`src/rtl/core/ttci_pkg.sv`:
```
// Shared types and constants for the terminal control sequence interpreter.
// No dependencies; used by every file in rtl/core.
`timescale 1ns / 1ps
`default_nettype none

package ttci_pkg;

    localparam int SCREEN_SIZE_DEF = 10;

    localparam int MODE_W = 2;
    localparam int BYTE_W = 8;
    localparam int POS_W  = 4;
    localparam int PH_W   = 2;

    // item modes
    localparam logic [MODE_W-1:0] MODE_FEED = 2'd0;
    localparam logic [MODE_W-1:0] MODE_READ = 2'd1;
    localparam logic [MODE_W-1:0] MODE_NEW  = 2'd2;

    // escape parser states
    localparam logic [PH_W-1:0] PH_IDLE = 2'd0;
    localparam logic [PH_W-1:0] PH_ESC  = 2'd1;
    localparam logic [PH_W-1:0] PH_ROW  = 2'd2;

    // characters
    localparam logic [BYTE_W-1:0] CH_CARET   = 8'h5E;
    localparam logic [BYTE_W-1:0] CH_SPACE   = 8'h20;
    localparam logic [BYTE_W-1:0] CH_NEWLINE = 8'h0A;
    localparam logic [BYTE_W-1:0] CH_ZERO    = 8'h30;
    localparam logic [BYTE_W-1:0] CH_NINE    = 8'h39;
    localparam logic [BYTE_W-1:0] CMD_ERASE  = 8'h65; // e
    localparam logic [BYTE_W-1:0] CMD_CLEAR  = 8'h63; // c
    localparam logic [BYTE_W-1:0] CMD_RIGHT  = 8'h72; // r
    localparam logic [BYTE_W-1:0] CMD_UP     = 8'h75; // u
    localparam logic [BYTE_W-1:0] CMD_DOWN   = 8'h64; // d
    localparam logic [BYTE_W-1:0] CMD_LEFT   = 8'h6C; // l
    localparam logic [BYTE_W-1:0] CMD_BOL    = 8'h62; // b
    localparam logic [BYTE_W-1:0] CMD_HOME   = 8'h68; // h
    localparam logic [BYTE_W-1:0] CMD_INS_ON = 8'h69; // i
    localparam logic [BYTE_W-1:0] CMD_INS_OFF = 8'h6F; // o

    // row operations broadcast to the screen rows
    typedef enum logic [1:0] {
        ROP_NONE,
        ROP_PUT,
        ROP_ERASE,
        ROP_CLEAR
    } t_row_op;

    typedef struct packed {
        t_row_op           op;
        logic [POS_W-1:0]  col;
        logic [BYTE_W-1:0] ch;
        logic              ins;
    } t_row_cmd;

    typedef struct packed {
        logic [POS_W-1:0] row;
        logic [POS_W-1:0] col;
        logic             ins;
        logic [PH_W-1:0]  phase;
    } t_term_state;

endpackage

`default_nettype wire

```
`src/rtl/core/ttci_if.sv`:
```
// Valid/ready channel interfaces for input and result words.
// Depends on ttci_pkg.
`timescale 1ns / 1ps
`default_nettype none

interface ttci_in_if;
    logic                         valid;
    logic                         ready;
    logic [ttci_pkg::MODE_W-1:0]  mode;
    logic [ttci_pkg::BYTE_W-1:0]  data_byte;
    logic [ttci_pkg::POS_W-1:0]   read_row;
    logic [ttci_pkg::POS_W-1:0]   read_col;

    modport source (output valid, mode, data_byte, read_row, read_col, input ready);
    modport sink   (input valid, mode, data_byte, read_row, read_col, output ready);
endinterface

interface ttci_out_if;
    logic                         valid;
    logic                         ready;
    logic [ttci_pkg::BYTE_W-1:0]  cell_char;
    logic [ttci_pkg::POS_W-1:0]   cursor_row;
    logic [ttci_pkg::POS_W-1:0]   cursor_col;
    logic                         insert_on;
    logic [ttci_pkg::PH_W-1:0]    escape_phase;

    modport source (output valid, cell_char, cursor_row, cursor_col, insert_on, escape_phase,
                    input ready);
    modport sink   (input valid, cell_char, cursor_row, cursor_col, insert_on, escape_phase,
                    output ready);
endinterface

`default_nettype wire

```
`src/rtl/core/ttci_row.sv`:
```
// One screen row: SCREEN_SIZE character cells with put/insert, erase and clear.
// Depends on ttci_pkg.
`timescale 1ns / 1ps
`default_nettype none

module ttci_row #(
    parameter int SCREEN_SIZE = ttci_pkg::SCREEN_SIZE_DEF
) (
    input  wire logic                                       i_clk,
    input  wire logic                                       i_rst_n,
    input  wire logic                                       i_en,
    input  wire logic                                       i_sel,
    input  wire ttci_pkg::t_row_cmd                         i_cmd,
    output logic [SCREEN_SIZE-1:0][ttci_pkg::BYTE_W-1:0]    o_cells
);

    localparam int IDX_W = $clog2(SCREEN_SIZE);

    logic [SCREEN_SIZE-1:0][ttci_pkg::BYTE_W-1:0] r_cells;
    logic [SCREEN_SIZE-1:0][ttci_pkg::BYTE_W-1:0] n_cells;

    always_comb begin
        n_cells = r_cells;
        if (i_cmd.op == ttci_pkg::ROP_CLEAR) begin
            for (int j = 0; j < SCREEN_SIZE; j++) begin
                n_cells[j] = ttci_pkg::CH_SPACE;
            end
        end else if (i_sel) begin
            if (i_cmd.op == ttci_pkg::ROP_ERASE) begin
                for (int j = 0; j < SCREEN_SIZE; j++) begin
                    if (ttci_pkg::POS_W'(j) >= i_cmd.col) begin
                        n_cells[j] = ttci_pkg::CH_SPACE;
                    end
                end
            end else if (i_cmd.op == ttci_pkg::ROP_PUT) begin
                // insert: cells right of the cursor move one place, last one drops
                if (i_cmd.ins) begin
                    for (int j = 1; j < SCREEN_SIZE; j++) begin
                        if (ttci_pkg::POS_W'(j) > i_cmd.col) begin
                            n_cells[j] = r_cells[j-1];
                        end
                    end
                end
                n_cells[i_cmd.col[IDX_W-1:0]] = i_cmd.ch;
            end
        end
    end

    always_ff @(posedge i_clk) begin
        if (!i_rst_n) begin
            for (int j = 0; j < SCREEN_SIZE; j++) begin
                r_cells[j] <= ttci_pkg::CH_SPACE;
            end
        end else if (i_en) begin
            r_cells <= n_cells;
        end
    end

    assign o_cells = r_cells;

endmodule

`default_nettype wire

```
`src/rtl/core/ttci_ctrl.sv`:
```
// Escape parser and cursor logic: next terminal state and the row command.
// Depends on ttci_pkg.
`timescale 1ns / 1ps
`default_nettype none

module ttci_ctrl #(
    parameter int SCREEN_SIZE = ttci_pkg::SCREEN_SIZE_DEF
) (
    input  wire logic [ttci_pkg::MODE_W-1:0]  i_mode,
    input  wire logic [ttci_pkg::BYTE_W-1:0]  i_byte,
    input  wire ttci_pkg::t_term_state        i_cur,
    output ttci_pkg::t_term_state             o_next,
    output ttci_pkg::t_row_cmd                o_cmd
);

    localparam logic [ttci_pkg::POS_W-1:0] LAST = ttci_pkg::POS_W'(SCREEN_SIZE - 1);
    localparam logic [ttci_pkg::POS_W-1:0] SIZE = ttci_pkg::POS_W'(SCREEN_SIZE);

    logic                        w_is_digit;
    logic [ttci_pkg::POS_W-1:0]  w_digit;
    logic [ttci_pkg::POS_W-1:0]  w_col_inc;
    logic [ttci_pkg::POS_W-1:0]  w_row_inc;

    always_comb begin
        w_is_digit = (i_byte >= ttci_pkg::CH_ZERO) && (i_byte <= ttci_pkg::CH_NINE);
        // '0'..'9' carry the digit in the low nibble; saturate to the last cell
        w_digit    = (i_byte[3:0] >= SIZE) ? LAST : i_byte[3:0];
        w_col_inc  = (i_cur.col == LAST) ? LAST : i_cur.col + 1'b1;
        w_row_inc  = (i_cur.row == LAST) ? LAST : i_cur.row + 1'b1;
    end

    always_comb begin
        o_next     = i_cur;
        o_cmd.op   = ttci_pkg::ROP_NONE;
        o_cmd.col  = i_cur.col;
        o_cmd.ch   = i_byte;
        o_cmd.ins  = i_cur.ins;

        unique case (i_mode)
            ttci_pkg::MODE_FEED: begin
                priority if (i_cur.phase == ttci_pkg::PH_IDLE) begin
                    if (i_byte == ttci_pkg::CH_CARET) begin
                        o_next.phase = ttci_pkg::PH_ESC;
                    end else if (i_byte != ttci_pkg::CH_NEWLINE) begin
                        o_cmd.op   = ttci_pkg::ROP_PUT;
                        o_next.col = w_col_inc;
                    end
                end else if (i_cur.phase == ttci_pkg::PH_ESC) begin
                    o_next.phase = ttci_pkg::PH_IDLE;
                    unique case (i_byte)
                        ttci_pkg::CMD_ERASE:   o_cmd.op = ttci_pkg::ROP_ERASE;
                        ttci_pkg::CMD_CLEAR:   o_cmd.op = ttci_pkg::ROP_CLEAR;
                        ttci_pkg::CH_CARET: begin
                            o_cmd.op   = ttci_pkg::ROP_PUT;
                            o_next.col = w_col_inc;
                        end
                        ttci_pkg::CMD_RIGHT:   o_next.col = w_col_inc;
                        ttci_pkg::CMD_LEFT: begin
                            if (i_cur.col != '0) begin
                                o_next.col = i_cur.col - 1'b1;
                            end
                        end
                        ttci_pkg::CMD_UP: begin
                            if (i_cur.row != '0) begin
                                o_next.row = i_cur.row - 1'b1;
                            end
                        end
                        ttci_pkg::CMD_DOWN:    o_next.row = w_row_inc;
                        ttci_pkg::CMD_BOL:     o_next.col = '0;
                        ttci_pkg::CMD_HOME: begin
                            o_next.row = '0;
                            o_next.col = '0;
                        end
                        ttci_pkg::CMD_INS_ON:  o_next.ins = 1'b1;
                        ttci_pkg::CMD_INS_OFF: o_next.ins = 1'b0;
                        default: begin
                            if (w_is_digit) begin
                                o_next.row   = w_digit;
                                o_next.phase = ttci_pkg::PH_ROW;
                            end
                        end
                    endcase
                end else begin
                    // column digit; a bad one is dropped, the row stays set
                    if (w_is_digit) begin
                        o_next.col = w_digit;
                    end
                    o_next.phase = ttci_pkg::PH_IDLE;
                end
            end
            ttci_pkg::MODE_NEW: begin
                o_next.row   = '0;
                o_next.col   = '0;
                o_next.ins   = 1'b0;
                o_next.phase = ttci_pkg::PH_IDLE;
                o_cmd.op     = ttci_pkg::ROP_CLEAR;
            end
            default: begin
                // read and unused mode leave everything as is
            end
        endcase
    end

endmodule

`default_nettype wire

```
`src/rtl/core/text_terminal_control_interpreter.sv`:
```
// Top level of the terminal control sequence interpreter: input register,
// control decode, screen rows and result register.
// Depends on ttci_pkg, ttci_if, ttci_ctrl, ttci_row.
//
//  channel  | dir | handshake          | word
//  i_in     | in  | valid / ready      | mode, data_byte, read_row, read_col
//  o_out    | out | valid / ready      | cell_char, cursor_row, cursor_col,
//           |     |                    | insert_on, escape_phase
//
// One word per clock sustained while results are taken; each word passes the
// input register, then the state update and result register.
// The whole screen lives in flip-flops, so row shifts and full clears finish
// in the state update itself. Reset is synchronous and clears the screen to
// spaces in the same cycle. A stalled result only holds the input register
// when it is also full; one result waits while the next word is taken.
`timescale 1ns / 1ps
`default_nettype none

module text_terminal_control_interpreter #(
    parameter int SCREEN_SIZE = ttci_pkg::SCREEN_SIZE_DEF
) (
    input  wire logic    i_clk,
    input  wire logic    i_rst_n,
    ttci_in_if.sink      i_in,
    ttci_out_if.source   o_out
);

    localparam int IDX_W = $clog2(SCREEN_SIZE);
    localparam logic [ttci_pkg::POS_W-1:0] SIZE = ttci_pkg::POS_W'(SCREEN_SIZE);

    // input register
    logic                         r_s1_valid;
    logic [ttci_pkg::MODE_W-1:0]  r_s1_mode;
    logic [ttci_pkg::BYTE_W-1:0]  r_s1_byte;
    logic [ttci_pkg::POS_W-1:0]   r_s1_rrow;
    logic [ttci_pkg::POS_W-1:0]   r_s1_rcol;

    // terminal state and result register
    ttci_pkg::t_term_state        r_state;
    ttci_pkg::t_term_state        n_state;
    ttci_pkg::t_row_cmd           w_cmd;
    logic                         r_out_valid;
    logic [ttci_pkg::BYTE_W-1:0]  r_out_cell;
    ttci_pkg::t_term_state        r_out_state;

    logic                         w_s2_adv;
    logic                         w_in_acc;
    logic [ttci_pkg::BYTE_W-1:0]  w_cell;
    logic [SCREEN_SIZE-1:0][SCREEN_SIZE-1:0][ttci_pkg::BYTE_W-1:0] w_screen;

    assign w_s2_adv   = r_s1_valid && (!r_out_valid || o_out.ready);
    assign i_in.ready = !r_s1_valid || w_s2_adv;
    assign w_in_acc   = i_in.valid && i_in.ready;

    always_ff @(posedge i_clk) begin
        if (!i_rst_n) begin
            r_s1_valid <= 1'b0;
        end else if (i_in.ready) begin
            r_s1_valid <= i_in.valid;
        end
    end

    always_ff @(posedge i_clk) begin
        if (w_in_acc) begin
            r_s1_mode <= i_in.mode;
            r_s1_byte <= i_in.data_byte;
            r_s1_rrow <= i_in.read_row;
            r_s1_rcol <= i_in.read_col;
        end
    end

    ttci_ctrl #(
        .SCREEN_SIZE (SCREEN_SIZE)
    ) u_ctrl (
        .i_mode (r_s1_mode),
        .i_byte (r_s1_byte),
        .i_cur  (r_state),
        .o_next (n_state),
        .o_cmd  (w_cmd)
    );

    for (genvar g = 0; g < SCREEN_SIZE; g++) begin : g_row
        ttci_row #(
            .SCREEN_SIZE (SCREEN_SIZE)
        ) u_row (
            .i_clk   (i_clk),
            .i_rst_n (i_rst_n),
            .i_en    (w_s2_adv),
            .i_sel   (r_state.row == ttci_pkg::POS_W'(g)),
            .i_cmd   (w_cmd),
            .o_cells (w_screen[g])
        );
    end

    // cell read; out-of-range coordinates and non-read modes give zero
    always_comb begin
        w_cell = '0;
        if (r_s1_mode == ttci_pkg::MODE_READ && r_s1_rrow < SIZE && r_s1_rcol < SIZE) begin
            w_cell = w_screen[r_s1_rrow[IDX_W-1:0]][r_s1_rcol[IDX_W-1:0]];
        end
    end

    always_ff @(posedge i_clk) begin
        if (!i_rst_n) begin
            r_state.row   <= '0;
            r_state.col   <= '0;
            r_state.ins   <= 1'b0;
            r_state.phase <= ttci_pkg::PH_IDLE;
            r_out_valid   <= 1'b0;
        end else begin
            if (w_s2_adv) begin
                r_state     <= n_state;
                r_out_valid <= 1'b1;
            end else if (o_out.ready) begin
                r_out_valid <= 1'b0;
            end
        end
    end

    always_ff @(posedge i_clk) begin
        if (w_s2_adv) begin
            r_out_cell  <= w_cell;
            r_out_state <= n_state;
        end
    end

    assign o_out.valid        = r_out_valid;
    assign o_out.cell_char    = r_out_cell;
    assign o_out.cursor_row   = r_out_state.row;
    assign o_out.cursor_col   = r_out_state.col;
    assign o_out.insert_on    = r_out_state.ins;
    assign o_out.escape_phase = r_out_state.phase;

    // ---------------------------------------------------------------- checks

    a_cursor_in_screen: assert property (@(posedge i_clk) disable iff (!i_rst_n)
        1'b1 |-> (r_state.row < SIZE) && (r_state.col < SIZE))
        else $error("cursor outside screen");

    a_read_keeps_state: assert property (@(posedge i_clk) disable iff (!i_rst_n)
        (w_s2_adv && r_s1_mode == ttci_pkg::MODE_READ) |=>
            $stable(r_state.row) && $stable(r_state.col) && $stable(r_state.phase)
            && $stable(r_state.ins))
        else $error("read mode changed terminal state");

    a_no_result_without_item: assert property (@(posedge i_clk) disable iff (!i_rst_n)
        (!r_out_valid && !r_s1_valid) |=> !r_out_valid)
        else $error("result appeared with no word in flight");

    a_new_screen_homes: assert property (@(posedge i_clk) disable iff (!i_rst_n)
        (w_s2_adv && r_s1_mode == ttci_pkg::MODE_NEW) |=>
            (r_state.row == '0) && (r_state.col == '0) && !r_state.ins)
        else $error("new screen did not home the cursor");

endmodule

`default_nettype wire
```
`src/flat_wrapper.sv`:
```
// flat-port wrapper written by rule: the top's interface ports become plain ports
module text_terminal_control_interpreter_flat 
#(
    parameter int SCREEN_SIZE = ttci_pkg::SCREEN_SIZE_DEF
)
  (i_clk, i_rst_n, i_in_valid, i_in_mode, i_in_data_byte, i_in_read_row, i_in_read_col, i_in_ready, o_out_valid, o_out_cell_char, o_out_cursor_row, o_out_cursor_col, o_out_insert_on, o_out_escape_phase, o_out_ready);
  ttci_in_if i_in_i ();
  ttci_out_if o_out_i ();
  input  wire logic i_clk;
  input  wire logic i_rst_n;
  input wire logic [$bits(i_in_i.valid)-1:0] i_in_valid;
  input wire logic [$bits(i_in_i.mode)-1:0] i_in_mode;
  input wire logic [$bits(i_in_i.data_byte)-1:0] i_in_data_byte;
  input wire logic [$bits(i_in_i.read_row)-1:0] i_in_read_row;
  input wire logic [$bits(i_in_i.read_col)-1:0] i_in_read_col;
  output wire logic [$bits(i_in_i.ready)-1:0] i_in_ready;
  output wire logic [$bits(o_out_i.valid)-1:0] o_out_valid;
  output wire logic [$bits(o_out_i.cell_char)-1:0] o_out_cell_char;
  output wire logic [$bits(o_out_i.cursor_row)-1:0] o_out_cursor_row;
  output wire logic [$bits(o_out_i.cursor_col)-1:0] o_out_cursor_col;
  output wire logic [$bits(o_out_i.insert_on)-1:0] o_out_insert_on;
  output wire logic [$bits(o_out_i.escape_phase)-1:0] o_out_escape_phase;
  input wire logic [$bits(o_out_i.ready)-1:0] o_out_ready;
  assign i_in_i.valid = i_in_valid;
  assign i_in_i.mode = i_in_mode;
  assign i_in_i.data_byte = i_in_data_byte;
  assign i_in_i.read_row = i_in_read_row;
  assign i_in_i.read_col = i_in_read_col;
  assign i_in_ready = i_in_i.ready;
  assign o_out_valid = o_out_i.valid;
  assign o_out_cell_char = o_out_i.cell_char;
  assign o_out_cursor_row = o_out_i.cursor_row;
  assign o_out_cursor_col = o_out_i.cursor_col;
  assign o_out_insert_on = o_out_i.insert_on;
  assign o_out_escape_phase = o_out_i.escape_phase;
  assign o_out_i.ready = o_out_ready;
  text_terminal_control_interpreter #(.SCREEN_SIZE(SCREEN_SIZE)) u_core (.i_clk(i_clk), .i_rst_n(i_rst_n), .i_in(i_in_i), .o_out(o_out_i));
endmodule
```
`config.mk`:
```
export PLATFORM = sky130hd
export DESIGN_NAME = text_terminal_control_interpreter_flat
export DESIGN_NICKNAME = d
export VERILOG_FILES = /design/src/rtl/core/ttci_pkg.sv /design/src/rtl/core/ttci_if.sv /design/src/rtl/core/ttci_row.sv /design/src/rtl/core/ttci_ctrl.sv /design/src/rtl/core/text_terminal_control_interpreter.sv /design/src/flat_wrapper.sv
export SDC_FILE = /design/constraint.sdc
export NUM_CORES = 2
export LEC_CHECK = 0
export ABC_AREA = 1
export BUFFER_PORTS_ARGS = -buffer_cell sky130_fd_sc_hd__buf_2
export CORE_ASPECT_RATIO = 1.2
export CORE_MARGIN = 4
export CORE_UTILIZATION = 35
export CTS_CLUSTER_DIAMETER = 150
export DETAILED_ROUTE_END_ITERATION = 10
export GPL_ROUTABILITY_DRIVEN = 0
export PLACE_DENSITY = 0.52
export SYNTH_ARGS = -nofsm -noshare
export SYNTH_HDL_FRONTEND = slang
export SYNTH_SLANG_ARGS = --single-unit
```
`constraint.sdc`:
```
create_clock -name i_clk -period 7.2 [get_ports i_clk]
set_input_delay 0.72 -clock i_clk [delete_from_list [all_inputs] [get_ports i_clk]]
set_output_delay 0.72 -clock i_clk [all_outputs]
set_load 0.05 [all_outputs]
```
Word-level counts from Yosys, hierarchy flattened
Cells that the tools add are included.
{ "word_totals": {"regBits": 850, "inputBits": 22} }
{ "op_classes": {"add_sub_neg": 4, "magnitude_cmp": 28, "eq_ne": 38, "n_mux": 238, "n_reduce_logical": 131} }
{ "ops": {"columns": ["operator", "count"], "rows": [
  ["$mux W72", 50],
  ["$mux W80", 41],
  ["$mux W8", 102],
  ["$bwmux W80", 10],
  ["$reduce_and A4 Y1", 100],
  ["$bmux W80 S4", 1],
  ["$eq A8 B7 Y1 const B", 11],
  ["$mux W4", 13],
  ["$bmux W8 S4", 1],
  ["$demux W8 S4", 1],
  ["$ne A3 B2 Y1 const B", 10],
  ["$pmux W11 S2", 1],
  ["$reduce_bool A2 Y1", 11],
  ["$eq A4 B3 Y1 const B", 4],
  ["$ge A3 B4 Y1 const A", 4],
  ["$gt A3 B4 Y1 const A", 4],
  ["$pmux W4 S4", 1],
  ["$lt A4 B5 Y1 const B", 3],
  ["$mux W2", 7],
  ["$eq A4 B4 Y1 const B", 3],
  ["$pmux W4 S3", 1],
  ["$reduce_or A11 Y1", 1],
  ["$add A4 B1 Y4 const B", 2],
  ["$eq A4 B2 Y1 const B", 2],
  ["29 further kinds", 55]
]} }

Depth between registers and ports, before layout
{ "depth": {"word_depth": 15, "depth_mapped": 19, "ltp_nobuf": 16} }

By module
From an unflattened synthesis, not the netlist that was laid out.
{ "hier_totals": {"cells_unflattened": 10940, "hier_area_um2": 61580.3} }
{ "modules_own_cells": {"columns": ["mod", "instances", "cells_per_inst", "area_per_inst_um2", "seq_area_each_um2"], "rows": [
  ["ttci_row (u_core.g_row[0].u_row ...)", 7, 860, 4956.0, 1601.5],
  ["ttci_row (u_core.g_row[7].u_row ...)", 3, 866, 5116.2, 1601.5],
  ["text_terminal_control_interpreter", 1, 2053, 10158.5, 1371.3],
  ["ttci_ctrl", 1, 269, 1381.3, 0.0]
]} }

Least setup slack after synthesis
No wires, ideal clock.
{ "synth_timing": {"kind": "register -> register", "startpoint": "register u_core.r_state[3] (netlist name)", "endpoint": "register u_core.g_row[1].u_row.r_cells, in the netlist u_core.g_row[1].u_row.o_cells[48]", "setup_time_ns": 0.116, "arrival_ns": 2.632, "slack_ns": 4.451, "path_stages_with_launch": 15, "cell_sequence": "dfxtp_1 -> clkbuf_1 -> inv_1 -> ha_1 -> clkbuf_1 -> inv_1 -> nor2_1 -> inv_1 -> nand4_1 -> nand3_1 -> nor2_2 -> buf_2 -> nand2_1 -> o21ai_0 -> nor2_1"} }
{ "synth_via": {"elab_chain_cells": 12} }
{ "synth_rtl": {"columns": ["element", "line", "text"], "rows": [
  ["start, declared", "text_terminal_control_interpreter.sv:39", "ttci_pkg::t_term_state r_state;"],
  ["start signal, assigned", "text_terminal_control_interpreter.sv:112", "r_state <= n_state;"],
  ["$gt A3 B4 Y1", "ttci_row.sv:39", "if (ttci_pkg::POS_W'(j) > i_cmd.col) begin"],
  ["$mux W8", "ttci_row.sv:39", null],
  ["$mux W72", "ttci_row.sv:37", "if (i_cmd.ins) begin"],
  ["$mux W72", "ttci_row.sv:35", "end else if (i_cmd.op == ttci_pkg::ROP_PUT) begin"],
  ["$mux W72", "ttci_row.sv:29", "if (i_cmd.op == ttci_pkg::ROP_ERASE) begin"],
  ["$mux W72", "ttci_row.sv:28", "end else if (i_sel) begin"],
  ["$mux W72", "ttci_row.sv:24", "if (i_cmd.op == ttci_pkg::ROP_CLEAR) begin"],
  ["$bwmux W80", "ttci_row.sv:44", "n_cells[i_cmd.col[IDX_W-1:0]] = i_cmd.ch;"],
  ["$mux W80", "ttci_row.sv:35", null],
  ["$mux W80", "ttci_row.sv:29", null],
  ["$mux W80", "ttci_row.sv:28", null],
  ["$mux W80", "ttci_row.sv:24", null],
  ["end signal, assigned by index", "ttci_row.sv:52", "r_cells[j] <= ttci_pkg::CH_SPACE;"],
  ["end signal, assigned", "ttci_row.sv:55", "r_cells <= n_cells;"],
  ["end, declared", "ttci_row.sv:19", "logic [SCREEN_SIZE-1:0][ttci_pkg::BYTE_W-1:0] r_cells;"]
]} }
Parallel ways exist; a longest one is shown, timed or not. The select of a mux whose other input is x is not followed.
A chain may end at the register's enable or synchronous reset.

Worst setup path in the final report
{ "layout_timing": {"startpoint": "register u_core.r_s1_byte[6] (netlist name)", "endpoint": "register u_core.g_row[3].u_row.r_cells, in the netlist u_core.g_row[3].u_row.o_cells[27]"} }
{ "layout_via": {"elab_chain_cells": 9} }
{ "layout_rtl": {"columns": ["element", "line", "text"], "rows": [
  ["start, declared", "text_terminal_control_interpreter.sv:34", "logic [ttci_pkg::BYTE_W-1:0] r_s1_byte;"],
  ["start signal, assigned", "text_terminal_control_interpreter.sv:66", "r_s1_byte <= i_in.data_byte;"],
  ["$eq A8 B7 Y1 (tied with other cells)", "ttci_ctrl.sv:42, ttci_ctrl.sv:50", null],
  ["$pmux W2 S3 / $mux W1 (equally long branches)", "ttci_ctrl.sv:50, ttci_ctrl.sv:44", null],
  ["$mux W2 / $mux W1 (equally long branches)", "ttci_ctrl.sv:48, ttci_ctrl.sv:42", null],
  ["$mux W2 *", "ttci_ctrl.sv:41", "priority if (i_cur.phase == ttci_pkg::PH_IDLE) begin"],
  ["$pmux W2 S2 *", "ttci_ctrl.sv:39", "unique case (i_mode)"],
  ["$eq A2 B2 Y1", "ttci_row.sv:29", null],
  ["$mux W80", "ttci_row.sv:29", null],
  ["$mux W80", "ttci_row.sv:28", null],
  ["$mux W80", "ttci_row.sv:24", null],
  ["end signal, assigned by index", "ttci_row.sv:52", null],
  ["end signal, assigned", "ttci_row.sv:55", null],
  ["end, declared", "ttci_row.sv:19", null]
]} }
Every way passes the cells marked *; elsewhere a longest branch is shown, timed or not. The select of a mux whose other input is x is not followed.

==> flow_metrics.env <==
export IMPL_grt_pass1_wl_um=362000
export IMPL_finClkSkew_ps=36.7
export IMPL_max_clock_freq_mhz=164
export IMPL_wl_per_cell_um=25.9
export IMPL_root_buffer="clkbuf_16"
export IMPL_violations="max-capacitance violations, max-slew violations"
export IMPL_min_delay_path_class="in2reg"
export IMPL_path_class="reg2reg"
export IMPL_ys_types=43
export IMPL_r2r_end="u_core.g_row[3].u_row.o_cells[27]"
export IMPL_yosysMostFrequentCell="nand2_1"
export IMPL_ys_warn_count=0
export IMPL_maxCapViolCount=2
export IMPL_power_density_nw_per_um2=225
export IMPL_setup_viol=0
export IMPL_start_kind="flip-flop"
export IMPL_synth_top_area_frac=0.330
export IMPL_drc=0
export IMPL_area_growth_pct=9.76
export IMPL_async_flop_share=0
export IMPL_r2r_cells=14
export IMPL_start_util=0.353
export IMPL_tns_ps=0
export IMPL_cts_buffers=99
export IMPL_timing_rr_start="u_core.r_s1_byte[6]"
export IMPL_rows=150
export IMPL_cts_sinks=850
export IMPL_syn_area_per_cell_um2=6.06
export IMPL_peakVddDrop_v=0.000190
export IMPL_worst_path_max_fanout=28
export IMPL_insertion_delay_ps=730
export IMPL_cts_resized_gates=0
export IMPL_synth_area_leaders="dfxtp_1, nand2_1, nand3_1, nor2_1, a21oi_1"
export IMPL_hp_start="i_in_data_byte[4]"
export IMPL_cts_hold_buf=0
export IMPL_drive_gt1_frac=0.0525
export IMPL_synth_edf_count=37
export IMPL_syn_inst=8147
export IMPL_ys_top_cells_by_count="nand2_1, nor2_1, nand3_1"
export IMPL_critPathRequiredTime_ps=7800
export IMPL_io_buffers=42
export IMPL_grt_start_max_net_pins=183
export IMPL_cts_buffer_depth=3
export IMPL_grt_overflow=0
export IMPL_coreArea_um2=140000
export IMPL_grt_antenna_before_repair=19
export IMPL_fill_cells=15482
export IMPL_grt_total_usage=0.332
export IMPL_io_pins=43
export IMPL_post_place_ws_ps=1680
export IMPL_yosys_area_top_type="dfxtp_1"
export IMPL_nets=7846
export IMPL_tritoncts="built"
export IMPL_worst_setup_path_end_kind="flip-flop"
export IMPL_viasPerCell=5.80
export IMPL_vias=56442
export IMPL_rsz0062_at_grt="no"
export IMPL_hold_end="u_core.r_s1_byte[4]"
export IMPL_htree_levels=3
export IMPL_hold_depth=1
export IMPL_post_cts_buffers=0
export IMPL_grt_pass1_vias=52879
export IMPL_cp_arrival_ps=6710
export IMPL_die_h_um=419
export IMPL_synth_area_um2=49300
export IMPL_p_leak_nw=22.5
export IMPL_dp_hpwl_um=177000
export IMPL_final_max_slew_viol_count=4
export IMPL_synth_ff_type="dfxtp_1"
export IMPL_slew_headroom=-0.0395
export IMPL_drt_iter0_drc=7008
export IMPL_antenna_left=0
export IMPL_wl_um=252000
export IMPL_yosysSeqAreaShare=0.352
export IMPL_period_share=0.848
export IMPL_firstDrtPassIters=7
export IMPL_reg2reg_setup_slack_ps=1100
export IMPL_fin_crit_ps=6100
export IMPL_tightest_slew_ps=1550
export IMPL_ys_ff_latch=850
export IMPL_dieArea_um2=147000
export IMPL_fin_ws_ps=1100
export IMPL_dieWidth_um=351
export IMPL_hold_viol=0
export IMPL_status="finished with violations"
export IMPL_synth_nets=8177
export IMPL_clk_pin_slew_ps=70
[flip-flops by register name, summed over array words and instances (netlist names), 4 cells and up]
register and cells:
u_core.g_row.u_row.o_cells 800, u_core.r_state 11, u_core.o_out.cell_char 8, u_core.r_s1_byte 8
u_core.o_out.cursor_col 4, u_core.o_out.cursor_row 4, u_core.r_s1_rcol 4, u_core.r_s1_rrow 4
[cells by family after synthesis]
logic type               synth area share
XOR/XNOR                         0.000710
flip-flops                          0.352
buffers and inverters              0.0943
AO/OA/AOI/OAI                       0.185
adder cells (fa/ha/maj)           0.00203
AND/OR/NAND/NOR                     0.365
[cell type report]
class	instances	area (um2)	share of cell area
Multi-Input combinational cell	6087	27500	0.507
Tap cell	1824	2280	0.0421
Antenna cell	6	15.0	0.000277
Clock buffer	136	2860	0.0528
Sequential cell	850	17400	0.321
Inverter	621	2350	0.0434
Timing Repair Buffer	157	1210	0.0223
Clock inverter	49	589	0.0109
[critical path: stages, from the launching register on]
cell,delay (ps)
edfxtp_1,1240
nand2_2,250
nor2_2,260
nand2_1,110
nand2_1,140
nand3_1,230
nand2_2,170
nand2_1,370
nand2_2,680
nand2_1,630
inv_2,550
buf_4,500
nand2_1,460
a21oi_1,280
nor2_1,50
[cells in the final DEF (no fill, tap or decap), types with 12 or more instances in the layout]
cell	count
clkinv_1	12
inv_2	28
dfxtp_1	812
nor3_1	16
clkbuf_16	103
nand3_1	983
buf_4	105
o21ai_0	715
clkinv_2	25
buf_2	41
clkbuf_8	16
a31oi_1	43
clkbuf_1	17
inv_1	577
nor2_4	14
a21oi_1	758
nand4_1	90
nand2_1	2101
nor2_1	1109
o31ai_1	25
edfxtp_1	37
o211ai_1	137
[power breakdown]
group	switching [mW]	internal, mW	leakage (nW)
logic	1.42	0.382	13.9
registers	0.103	4.82	6.92
clock network	2.26	3.18	1.70
[worst max path at each step]
stage,start,to,slack (ps),depth (start not counted)
after detailed placement,u_core.r_s1_byte[4],u_core.g_row[7].u_row.o_cells[6],1680,13
final,u_core.r_s1_byte[6],u_core.g_row[3].u_row.o_cells[27],1100,14
after global placement,u_core.r_s1_byte[4],u_core.g_row[7].u_row.o_cells[6],1680,13
after CTS,u_core.r_s1_byte[4],u_core.g_row[7].u_row.o_cells[6],1650,13
after floorplan,u_core.r_state[3],u_core.g_row[1].u_row.o_cells[48],4450,14
after global routing,u_core.r_s1_byte[2],u_core.g_row[4].u_row.o_cells[6],1110,13
[routing by layer]
metal	track usage	part of all wire	wire [um]
met1	0.365	0.36	89500
met2	0.533	0.45	113000
met3	0.0718	0.086	21500
met4	0.310	0.11	27900
met5	0	0.00061	154
[per-stage QoR]
step / hold slack (ps) / util / total power [mW] / instance area (um2) / std cells
global placement: 439 / 0.363 / 6.74 / 50700 / 9539
CTS: 130 / 0.388 / 12.2 / 54100 / 9724
detailed placement: 442 / 0.363 / 6.74 / 50700 / 9539
finish: 177 / 0.388 / 12.2 / 54200 / 9730
floorplan: 424 / - / 6.06 / 49300 / 8147
global route: 159 / 0.388 / 12.5 / 54100 / 9724
Power figures use the tool's default switching activity.
